$ cat src/hw/rtl/rscs_pkg.sv
package rscs_pkg;

  localparam int unsigned FractionBitsDef  = 30;
  localparam int unsigned PairCountBitsDef = 16;

  localparam int unsigned DistW  = 24;
  localparam int unsigned ExpNW  = 6;
  localparam int unsigned ExpMW  = 7;
  localparam int unsigned CfgIdxW  = 2;
  localparam int unsigned CfgDataW = 24;
  localparam int unsigned ValueW = 31;
  localparam int unsigned SumW   = 47;
  localparam int unsigned OutDataW = 80;

  localparam logic [DistW-1:0] CutoffReset = 24'd1048576;
  localparam logic [ExpNW-1:0] ExpNReset   = 6'd2;
  localparam logic [ExpMW-1:0] ExpMReset   = 7'd24;

  localparam logic [CfgIdxW-1:0] RegCutoff = 2'd0;
  localparam logic [CfgIdxW-1:0] RegExpN   = 2'd1;
  localparam logic [CfgIdxW-1:0] RegExpM   = 2'd2;

  typedef struct packed {
    logic done;
    logic sat;
  } div_stat_t;

endpackage

$ cat src/hw/rtl/rscs_mul.sv
module rscs_mul import rscs_pkg::*; #(
  parameter int unsigned W = FractionBitsDef + 1
) (
  input  logic [W-1:0]   a_i,
  input  logic [W-1:0]   b_i,
  output logic [2*W-1:0] p_o
);

  assign p_o = (2*W)'(a_i) * (2*W)'(b_i);

endmodule

$ cat src/hw/rtl/rscs_div.sv
module rscs_div import rscs_pkg::*; #(
  parameter int unsigned FRACTION_BITS = FractionBitsDef,
  parameter int unsigned NW = 2 * FRACTION_BITS + 1,
  parameter int unsigned DW = FRACTION_BITS + 2
) (
  input  logic                     clk_i,
  input  logic                     rst_ni,
  input  logic                     start_i,
  input  logic [NW-1:0]            num_i,
  input  logic [DW-1:0]            den_i,
  output div_stat_t                stat_o,
  output logic [FRACTION_BITS:0]   quot_o
);

  localparam int unsigned VW = FRACTION_BITS + 1;
  localparam int unsigned CW = $clog2(VW + 1);

  logic          busy_q, chk_q, done_q, sat_q;
  logic [NW-1:0] num_q;
  logic [DW-1:0] den_q, rem_q;
  logic [VW-1:0] low_q, quot_q;
  logic [CW-1:0] cnt_q;
  logic [DW:0]   r2;
  logic          ge;

  assign r2 = {rem_q, low_q[VW-1]};
  assign ge = r2 >= {1'b0, den_q};

  always_ff @(posedge clk_i or negedge rst_ni) begin
    if (!rst_ni) begin
      busy_q <= 1'b0;
      chk_q  <= 1'b0;
      done_q <= 1'b0;
      sat_q  <= 1'b0;
    end else begin
      done_q <= 1'b0;
      if (start_i) begin
        busy_q <= 1'b1;
        chk_q  <= 1'b1;
      end else if (chk_q) begin
        chk_q <= 1'b0;
        if ((num_q >> VW) >= NW'(den_q)) begin
          sat_q  <= 1'b1;
          done_q <= 1'b1;
          busy_q <= 1'b0;
        end else begin
          sat_q <= 1'b0;
        end
      end else if (busy_q && cnt_q == CW'(1)) begin
        busy_q <= 1'b0;
        done_q <= 1'b1;
      end
    end
  end

  always_ff @(posedge clk_i) begin
    if (start_i) begin
      num_q <= num_i;
      den_q <= den_i;
    end else if (chk_q) begin
      rem_q  <= DW'(num_q >> VW);
      low_q  <= num_q[VW-1:0];
      cnt_q  <= CW'(VW);
      quot_q <= '0;
    end else if (busy_q) begin
      rem_q  <= ge ? DW'(r2 - {1'b0, den_q}) : DW'(r2);
      low_q  <= {low_q[VW-2:0], 1'b0};
      quot_q <= {quot_q[VW-2:0], ge};
      cnt_q  <= cnt_q - CW'(1);
    end
  end

  assign stat_o = '{done: done_q, sat: sat_q};
  assign quot_o = quot_q;

endmodule

$ cat src/hw/rtl/rational_switch_contact_sum.sv
// Rational switching function contact sum. Each beat on s_axis carries one pair
// distance (Q4.20); the block forms r = d/cutoff, evaluates (1-r^n)/(1-r^m)
// (or 1/(1+r^n) when 2n = m) in Q1.30 with truncation, saturates at 1.0, and
// adds it to a running sum that is returned with every result and cleared after
// the beat marked tlast. One item at a time: the ratio and the final quotient each
// take a pass through the shared restoring divider, and the powers, up to three,
// are formed by square-and-multiply on the shared multiplier. A distance equal
// to the cutoff (with 2n != m) skips the ratio and the powers, and exponents with
// n >= m (and 2n != m) skip the divider and give 1.0. The output state waits
// while the output register is stalled.
// s_axis_tready is low while an item is in work. Write cfg_* only when idle.
module rational_switch_contact_sum import rscs_pkg::*; #(
  parameter int unsigned FRACTION_BITS   = FractionBitsDef,
  parameter int unsigned PAIR_COUNT_BITS = PairCountBitsDef
) (
  input  logic                clk_i,
  input  logic                rst_ni,
  input  logic                cfg_we_i,
  input  logic [CfgIdxW-1:0]  cfg_idx_i,
  input  logic [CfgDataW-1:0] cfg_data_i,
  input  logic                s_axis_tvalid,
  output logic                s_axis_tready,
  input  logic [DistW-1:0]    s_axis_tdata,  // pair_distance
  input  logic                s_axis_tlast,  // last_pair
  output logic                m_axis_tvalid,
  input  logic                m_axis_tready,
  output logic [OutDataW-1:0] m_axis_tdata,  // pair_value, running_sum, zero pad
  output logic                m_axis_tlast   // sum_done
);

  localparam int unsigned F     = FRACTION_BITS;
  localparam int unsigned VW    = F + 1;
  localparam int unsigned NW    = F + ((F + 1) > DistW ? (F + 1) : DistW);
  localparam int unsigned DW    = (F + 2) > DistW ? (F + 2) : DistW;
  localparam int unsigned ACC_W = F + PAIR_COUNT_BITS + 1;
  localparam logic [VW-1:0]    ONE     = VW'(1) << F;
  localparam logic [ACC_W-1:0] ACC_MAX = '1;

  localparam logic [2:0] S_IDLE  = 3'd0;
  localparam logic [2:0] S_RATIO = 3'd1;
  localparam logic [2:0] S_POW   = 3'd2;
  localparam logic [2:0] S_MULA  = 3'd3;
  localparam logic [2:0] S_FDIV  = 3'd4;
  localparam logic [2:0] S_OUT   = 3'd5;

  localparam logic [1:0] JOB_N  = 2'd0;
  localparam logic [1:0] JOB_M  = 2'd1;
  localparam logic [1:0] JOB_MN = 2'd2;

  logic [DistW-1:0] cut_q;
  logic [ExpNW-1:0] n_q;
  logic [ExpMW-1:0] m_q;

  logic [2:0] state_q, state_d;
  logic [1:0] job_q, job_d;
  logic       ph_q, ph_d, half_q, half_d, above_q, above_d, last_q, last_d;
  logic [ExpMW-1:0] exp_q, exp_d;
  logic [VW-1:0] q_q, q_d, base_q, base_d, pacc_q, pacc_d, pn_q, pn_d, pm_q, pm_d;
  logic [VW-1:0] f_q, f_d;
  logic [ACC_W-1:0] acc_q, acc_d;
  logic [VW-1:0] ov_q, ov_d;
  logic [ACC_W-1:0] os_q, os_d;
  logic ol_q, ol_d, ovld_q, ovld_d;

  logic [DistW-1:0] c, lo, hi;
  logic             accept, half, nge;
  logic [VW-1:0]    mul_a, mul_b, qm, a_val;
  logic [2*VW-1:0]  mul_p;
  logic             div_start;
  logic [NW-1:0]    div_num;
  logic [DW-1:0]    div_den, b_den;
  div_stat_t        div_stat;
  logic [VW-1:0]    div_quot;
  logic [ACC_W:0]   sum;

  rscs_mul #(.W(VW)) u_mul (.a_i(mul_a), .b_i(mul_b), .p_o(mul_p));

  rscs_div #(.FRACTION_BITS(F), .NW(NW), .DW(DW)) u_div (
    .clk_i, .rst_ni,
    .start_i(div_start), .num_i(div_num), .den_i(div_den),
    .stat_o(div_stat), .quot_o(div_quot)
  );

  assign accept = s_axis_tvalid & s_axis_tready;
  assign s_axis_tready = (state_q == S_IDLE);
  assign c      = (cut_q == '0) ? DistW'(1) : cut_q;
  assign lo     = (s_axis_tdata < c) ? s_axis_tdata : c;
  assign hi     = (s_axis_tdata < c) ? c : s_axis_tdata;
  assign half   = ({n_q, 1'b0} == m_q);
  assign nge    = ({1'b0, n_q} >= m_q);

  assign a_val = ONE - pn_q;
  assign b_den = (pm_q == ONE) ? DW'(1) : DW'(ONE - pm_q);
  assign mul_a = (state_q == S_POW && ph_q) ? base_q : pacc_q;
  assign mul_b = (state_q == S_MULA) ? a_val : base_q;
  assign qm    = VW'(mul_p >> F);
  assign sum   = {1'b0, acc_q} + (ACC_W + 1)'(f_q);

  always_comb begin
    state_d = state_q; job_d = job_q; ph_d = ph_q; half_d = half_q;
    above_d = above_q; last_d = last_q; exp_d = exp_q; q_d = q_q;
    base_d = base_q; pacc_d = pacc_q; pn_d = pn_q; pm_d = pm_q; f_d = f_q;
    acc_d = acc_q; ov_d = ov_q; os_d = os_q; ol_d = ol_q;
    ovld_d = ovld_q & ~m_axis_tready;
    div_start = 1'b0; div_num = '0; div_den = '0;
    unique case (state_q)
      S_IDLE: begin
        if (accept) begin
          last_d  = s_axis_tlast;
          above_d = s_axis_tdata > c;
          half_d  = half;
          if (!half && nge) begin
            f_d = ONE;
            state_d = S_OUT;
          end else if (!half && s_axis_tdata == c) begin
            div_start = 1'b1;
            div_num = NW'(n_q) << F;
            div_den = DW'(m_q);
            state_d = S_FDIV;
          end else begin
            div_start = 1'b1;
            div_num = NW'(lo) << F;
            div_den = DW'(hi);
            state_d = S_RATIO;
          end
        end
      end
      S_RATIO: begin
        if (div_stat.done) begin
          q_d = div_quot; base_d = div_quot; pacc_d = ONE;
          exp_d = ExpMW'(n_q); ph_d = 1'b0; job_d = JOB_N;
          state_d = S_POW;
        end
      end
      S_POW: begin
        if (exp_q == '0) begin
          unique case (job_q)
            JOB_N: begin
              pn_d = pacc_q;
              if (half_q) begin
                div_start = 1'b1;
                div_num = NW'(above_q ? pacc_q : ONE) << F;
                div_den = DW'({1'b0, pacc_q} + {1'b0, ONE});
                state_d = S_FDIV;
              end else begin
                job_d = JOB_M; base_d = q_q; pacc_d = ONE; exp_d = m_q;
              end
            end
            JOB_M: begin
              pm_d = pacc_q;
              if (above_q) begin
                job_d = JOB_MN; base_d = q_q; pacc_d = ONE;
                exp_d = m_q - ExpMW'(n_q);
              end else begin
                div_start = 1'b1;
                div_num = NW'(a_val) << F;
                div_den = (pacc_q == ONE) ? DW'(1) : DW'(ONE - pacc_q);
                state_d = S_FDIV;
              end
            end
            default: state_d = S_MULA;
          endcase
        end else if (!ph_q) begin
          if (exp_q[0]) pacc_d = qm;
          ph_d = 1'b1;
        end else begin
          base_d = qm;
          exp_d = exp_q >> 1;
          ph_d = 1'b0;
        end
      end
      S_MULA: begin
        div_start = 1'b1;
        div_num = NW'(mul_p);
        div_den = b_den;
        state_d = S_FDIV;
      end
      S_FDIV: begin
        if (div_stat.done) begin
          f_d = (div_stat.sat || div_quot > ONE) ? ONE : div_quot;
          state_d = S_OUT;
        end
      end
      S_OUT: begin
        if (!ovld_q || m_axis_tready) begin
          os_d = (sum > (ACC_W + 1)'(ACC_MAX)) ? ACC_MAX : ACC_W'(sum);
          ov_d = f_q;
          ol_d = last_q;
          ovld_d = 1'b1;
          acc_d = last_q ? '0 : os_d;
          state_d = S_IDLE;
        end
      end
      default: state_d = S_IDLE;
    endcase
  end

  always_ff @(posedge clk_i or negedge rst_ni) begin
    if (!rst_ni) begin
      cut_q <= CutoffReset;
      n_q <= ExpNReset;
      m_q <= ExpMReset;
      state_q <= S_IDLE;
      acc_q <= '0;
      ovld_q <= 1'b0;
    end else begin
      if (cfg_we_i) begin
        unique case (cfg_idx_i)
          RegCutoff: cut_q <= cfg_data_i[DistW-1:0];
          RegExpN:   n_q <= cfg_data_i[ExpNW-1:0];
          RegExpM:   m_q <= cfg_data_i[ExpMW-1:0];
          default: ;
        endcase
      end
      state_q <= state_d;
      acc_q <= acc_d;
      ovld_q <= ovld_d;
    end
  end

  always_ff @(posedge clk_i) begin
    job_q <= job_d; ph_q <= ph_d; half_q <= half_d; above_q <= above_d;
    last_q <= last_d; exp_q <= exp_d; q_q <= q_d; base_q <= base_d;
    pacc_q <= pacc_d; pn_q <= pn_d; pm_q <= pm_d; f_q <= f_d;
    ov_q <= ov_d; os_q <= os_d; ol_q <= ol_d;
  end

  assign m_axis_tvalid = ovld_q;
  assign m_axis_tlast  = ol_q;
  assign m_axis_tdata  = {(OutDataW - ValueW - SumW)'(0), SumW'(os_q), ValueW'(ov_q)};

  a_div_done_waited: assert property (@(posedge clk_i) disable iff (!rst_ni)
    div_stat.done |-> (state_q == S_RATIO || state_q == S_FDIV))
    else $error("divider finished outside a wait state");

  a_value_capped: assert property (@(posedge clk_i) disable iff (!rst_ni)
    ovld_q |-> (ov_q <= ONE))
    else $error("pair value above 1.0");

  a_busy_after_accept: assert property (@(posedge clk_i) disable iff (!rst_ni)
    accept |=> !s_axis_tready)
    else $error("ready right after an accepted beat");

endmodule

$ cat config.mk
export PLATFORM = sky130hd
export DESIGN_NAME = rational_switch_contact_sum
export DESIGN_NICKNAME = d
export VERILOG_FILES = /design/src/hw/rtl/rscs_pkg.sv /design/src/hw/rtl/rscs_mul.sv /design/src/hw/rtl/rscs_div.sv /design/src/hw/rtl/rational_switch_contact_sum.sv
export SDC_FILE = /design/constraint.sdc
export NUM_CORES = 2
export LEC_CHECK = 0
export ABC_AREA = 0
export BUFFER_PORTS_ARGS = -buffer_cell sky130_fd_sc_hd__buf_2
export CORE_MARGIN = 3
export CORE_UTILIZATION = 30
export CTS_CLUSTER_SIZE = 28
export DETAILED_ROUTE_END_ITERATION = 12
export GPL_TIMING_DRIVEN = 0
export MAX_ROUTING_LAYER = met4
export PLACE_DENSITY = 0.44
export SYNTH_ARGS = -nofsm -noshare
export SYNTH_HDL_FRONTEND = slang
export SYNTH_SLANG_ARGS = --single-unit
$ cat constraint.sdc
create_clock -name clk_i -period 12.5 [get_ports clk_i]
set_clock_uncertainty 0.05 [all_clocks]
set_input_delay 0 -clock clk_i [delete_from_list [all_inputs] [get_ports clk_i]]
set_output_delay 0 -clock clk_i [all_outputs]
set_load 0.005 [all_outputs]
==> run summary <==
Yosys attributes the largest share of cell area to fa_1 28%, edfxtp_1 23%, ha_1 7.7%. Setup slack on the worst reg-to-reg path comes out at 0.28 ns. The worst-case setup slack after placement was -1.08 ns.

The detailed router finished its first iteration with 4998 violations. End point of the most critical hold path: n_q[5]. In the synthesized netlist the async set-or-reset flop fraction comes to 16.4%.

During I/O placement, the number of pins put on the boundary was 139. Clock latency reported for the late side of the worst-skew pair: 0.63 ns. Once detail routing completed, the nets flagged for antenna violations numbered 0.

The slew at the pin closest to its max-slew limit is 1.41 ns. The synthesized netlist devotes 2.64% of its cell area to XOR and XNOR gates. Of the total synthesized cell area, the portion taken by full adders, half adders and majority gates is 35.3%. The library cell appearing most often on the critical path is fa_1. The run gives 49390 as the number of global-route vias before repair.

At the end of routability-driven placement, the weighted congestion stood at 1.00. STA puts the critical path data arrival time at 12.56 ns. The first global-routing pass estimated 361000 µm of wire. The number of cells on the worst reg-to-reg path is 31. The flow ran to the end, and the final reports show no timing, DRC or antenna violations. Setup repair after global routing left no endpoint under its margin. Clock-pin slew on the worst setup and hold paths: 0.06 ns. The top-area cell type share of the netlist area was 27.6%. The tools report the origin of the critical flop-to-flop path as pn_q[7].

The run gives 0 as the post-detailed-route DRC marker count. Clock tree synthesis selected as its root buffer the cell clkbuf_16. The floorplan step defined a core boundary enclosing 201000 µm². The worst setup path is captured at a flip-flop. Summing the areas of all and, or, nand and nor instances in the mapped netlist gives 14.5% of the synthesized area. On the critical path, the stage with the largest delay is an instance of clkbuf_1. The number of different library cells in the post-synthesis netlist is 93, and the maximum clock frequency is 0.0818 GHz.

Measured along the x axis, the die boundary spans 457 µm. Post-synthesis compound-gate area fraction: 9.08%. The post-synthesis sequential element count is 562, and the average via count per standard cell is 5.20. The path class of the tightest hold or removal check is in2reg. Summing every instance area after synthesis gives 61000 µm². The worst setup path is of the reg2reg kind. The routed layout has 48780 vias.

From synthesis to final layout, the design area changed by 13.3%. The vertical die dimension works out to 457 µm. TritonCTS built the clock tree. Data on the critical path is required at its endpoint by 12.84 ns. The tools report the total number of yosys warnings as 0. Count of pins over their slew limit: 0. The final period utilization came out at 97.8%.

The source of the worst hold timing path was cfg_we_i. The synthesized design spends more area on one cell type than any other, namely fa_1. Setup violations remaining at the end of the flow were counted as 0. The H-tree generated during clock tree synthesis spans 3 levels. Kind of start point of the critical path: a flip-flop. End of the worst register-to-register path: base_q[29].

In this run the core area contains 164 standard-cell rows. The longest individual stage delay on the worst path came out at 0.63 ns. The top cell types in the final layout, fill and taps aside, are 1005 x inv_1, 950 x nand2_1, 839 x fa_1, 551 x nor2_1, 470 x edfxtp_1. By area, the combinational part of the netlist is dominated by adder cells. The logs give 0 for the final global-route overflow total and 6349 for the cell count after synthesis. The max-capacitance violation count came out at 0. The synthesized area per cell is 9.60 µm².

The total of buffers placed on input and output ports works out to 136. Cells with a size suffix above 1 make up 7.81% of the layout. The worst slew slack as a fraction of its limit is 5.42%, and the initial antenna violation count is 22. Final critical path time including I/O delays and setup: 12.22 ns. The library cell used most frequently in the layout, excluding fill and tap cells, is inv_1.

Global routing consumed, over all layers together, 24.6% of the routing resources. Clock tree synthesis found a total of 562 sinks. For this run, the leading register cell type out of synthesis is edfxtp_1.

Summed over all nets, the half-perimeter wirelength after detailed placement is 208000 µm. After synthesis, flip-flops and latches occupy 26.9% of the total area. The cell depth of the worst min-delay path is 3. The run gives 209000 µm² as the overall die area.

The number of clock buffers added by TritonCTS is 66. For this run, the detailed router's first-pass iteration total came to 8. In the final routed layout, each cell accounts on average for 27.0 µm. Wires add up to 253000 µm. Fraction of synthesized area in multiplexers: 3.38%. In this run, synthesis inferred 470 flip-flops with an integrated enable.

The clock passes through at most 3 buffers. Largest fanout on the critical path: 10. Entering global routing, the biggest net connects 70 pins. Final hold violation count: 0.

At the end of the flow, the number of nets in the layout was 7931. Once the floorplan was initialized, standard cells occupied 30.3% of the core. For the least setup slack across all paths after layout, the log shows 0.278 ns.
[state kept, by name, indices dropped and copies added, names as in the netlist, 2 cells and up]
name          cells
os_q             47
base_q           31
m_q               7
u_div.quot_o     31
u_div.cnt_q       5
pm_q             31
q_q              31
n_q               6
u_div.rem_q      32
ov_q             31
state_q           3
cut_q            24
f_q              31
u_div.low_q      31
job_q             2
pn_q             31
exp_q             7
pacc_q           31
acc_q            47
u_div.num_q      61
u_div.den_q      32
[cells in the mapped netlist (all sizes together) (16+ instances only)]
cell type / count
inv: 1005
nand2: 954
fa: 839
nor2: 557
edfxtp: 470
ha: 377
clkbuf: 248
o21ai: 236
a21oi: 207
mux2i: 109
xnor2: 97
dfrtp: 88
xor2: 87
mux2: 86
and2: 81
a21o: 78
nor3: 78
buf: 55
nand3: 55
nor2b: 55
nand4: 50
a22oi: 41
and3: 41
nor4: 40
nand2b: 37
a31oi: 35
a22o: 32
a211oi: 30
o21a: 26
or3: 24
o211ai: 21
o21bai: 16
o221ai: 16
[metrics by stage]
| step | utilization [%] | hold slack, ns | cells | cell area, µm² | TNS, ns |
|---|---|---|---|---|---|
| floorplan | - | -0.346 | 6350 | 61000 | 0 |
| global placement | 32.3 | 0.158 | 9142 | 65000 | -579.32 |
| detailed placement | 32.7 | -0.151 | 9178 | 65700 | -35.44 |
| CTS | 34.3 | 0.0207 | 9369 | 68900 | 0 |
| global route | 34.4 | 0.0837 | 9377 | 69100 | 0 |
| finish | 34.4 | 0.0629 | 9380 | 69100 | 0 |
[layer usage]
layer,vias to the layer above,part of all wire [%],global-route usage (%)
li1,21253,-,-
met1,25010,44,33.6
met2,2129,45,37.6
met3,388,7.6,3.65
met4,0,3.9,7.98
met5,-,0,-
[worst max-delay path, delay by kind of cell (launching register included)]
family,cells,cell delay [ns]
AND/OR/NAND/NOR,11,3.38
buffers and inverters,3,1.05
AO/OA/AOI/OAI,6,1.68
adder cells (fa/ha/maj),9,4.38
flip-flops,1,0.43
XOR/XNOR,2,0.98
[worst max-delay path by stage]
| stage | start | end |
|---|---|---|
| 3_3_place_gp | n_q[1] | u_div.low_q[12] |
| 2_1_floorplan | n_q[1] | u_div.cnt_q[0] |
| 5_1_grt | state_q[1] | u_div.num_q[45] |
| 4_1_cts | state_q[1] | u_div.num_q[33] |
| 6_report | pn_q[7] | base_q[29] |
| 3_5_place_dp | state_q[1] | u_div.num_q[46] |
[final cells by class]
type / instances / area (µm²)
diodes: 14 / 35.0
repair buffers: 244 / 2010
clock inverters: 29 / 463
flip-flops and latches: 562 / 16400
well taps: 2656 / 3320
fillers: 20691 / 132000
plain buffers: 300 / 1260
clock buffers: 90 / 1870
inverters: 1005 / 3770
multi-input cells: 4480 / 39900
[timing repair]
item	in CTS	in global routing
hold buffers	72	0
setup buffers	0	0
endpoints found under the hold margin	168	0
cloned	0	0
resized for setup	33	74
endpoints found under the setup margin	90	74
[logic make-up after synthesis]
logic type               Yosys count
adder cells (fa/ha/maj)         1216
other                              1
AO/OA/AOI/OAI                    863
multiplexers                     195
buffers and inverters           1308
AND/OR/NAND/NOR                 2020
XOR/XNOR                         184
flip-flops                       562
Power is not shown: default switching activity piles up to over one toggle a cycle in this logic, so the estimate is an artifact.
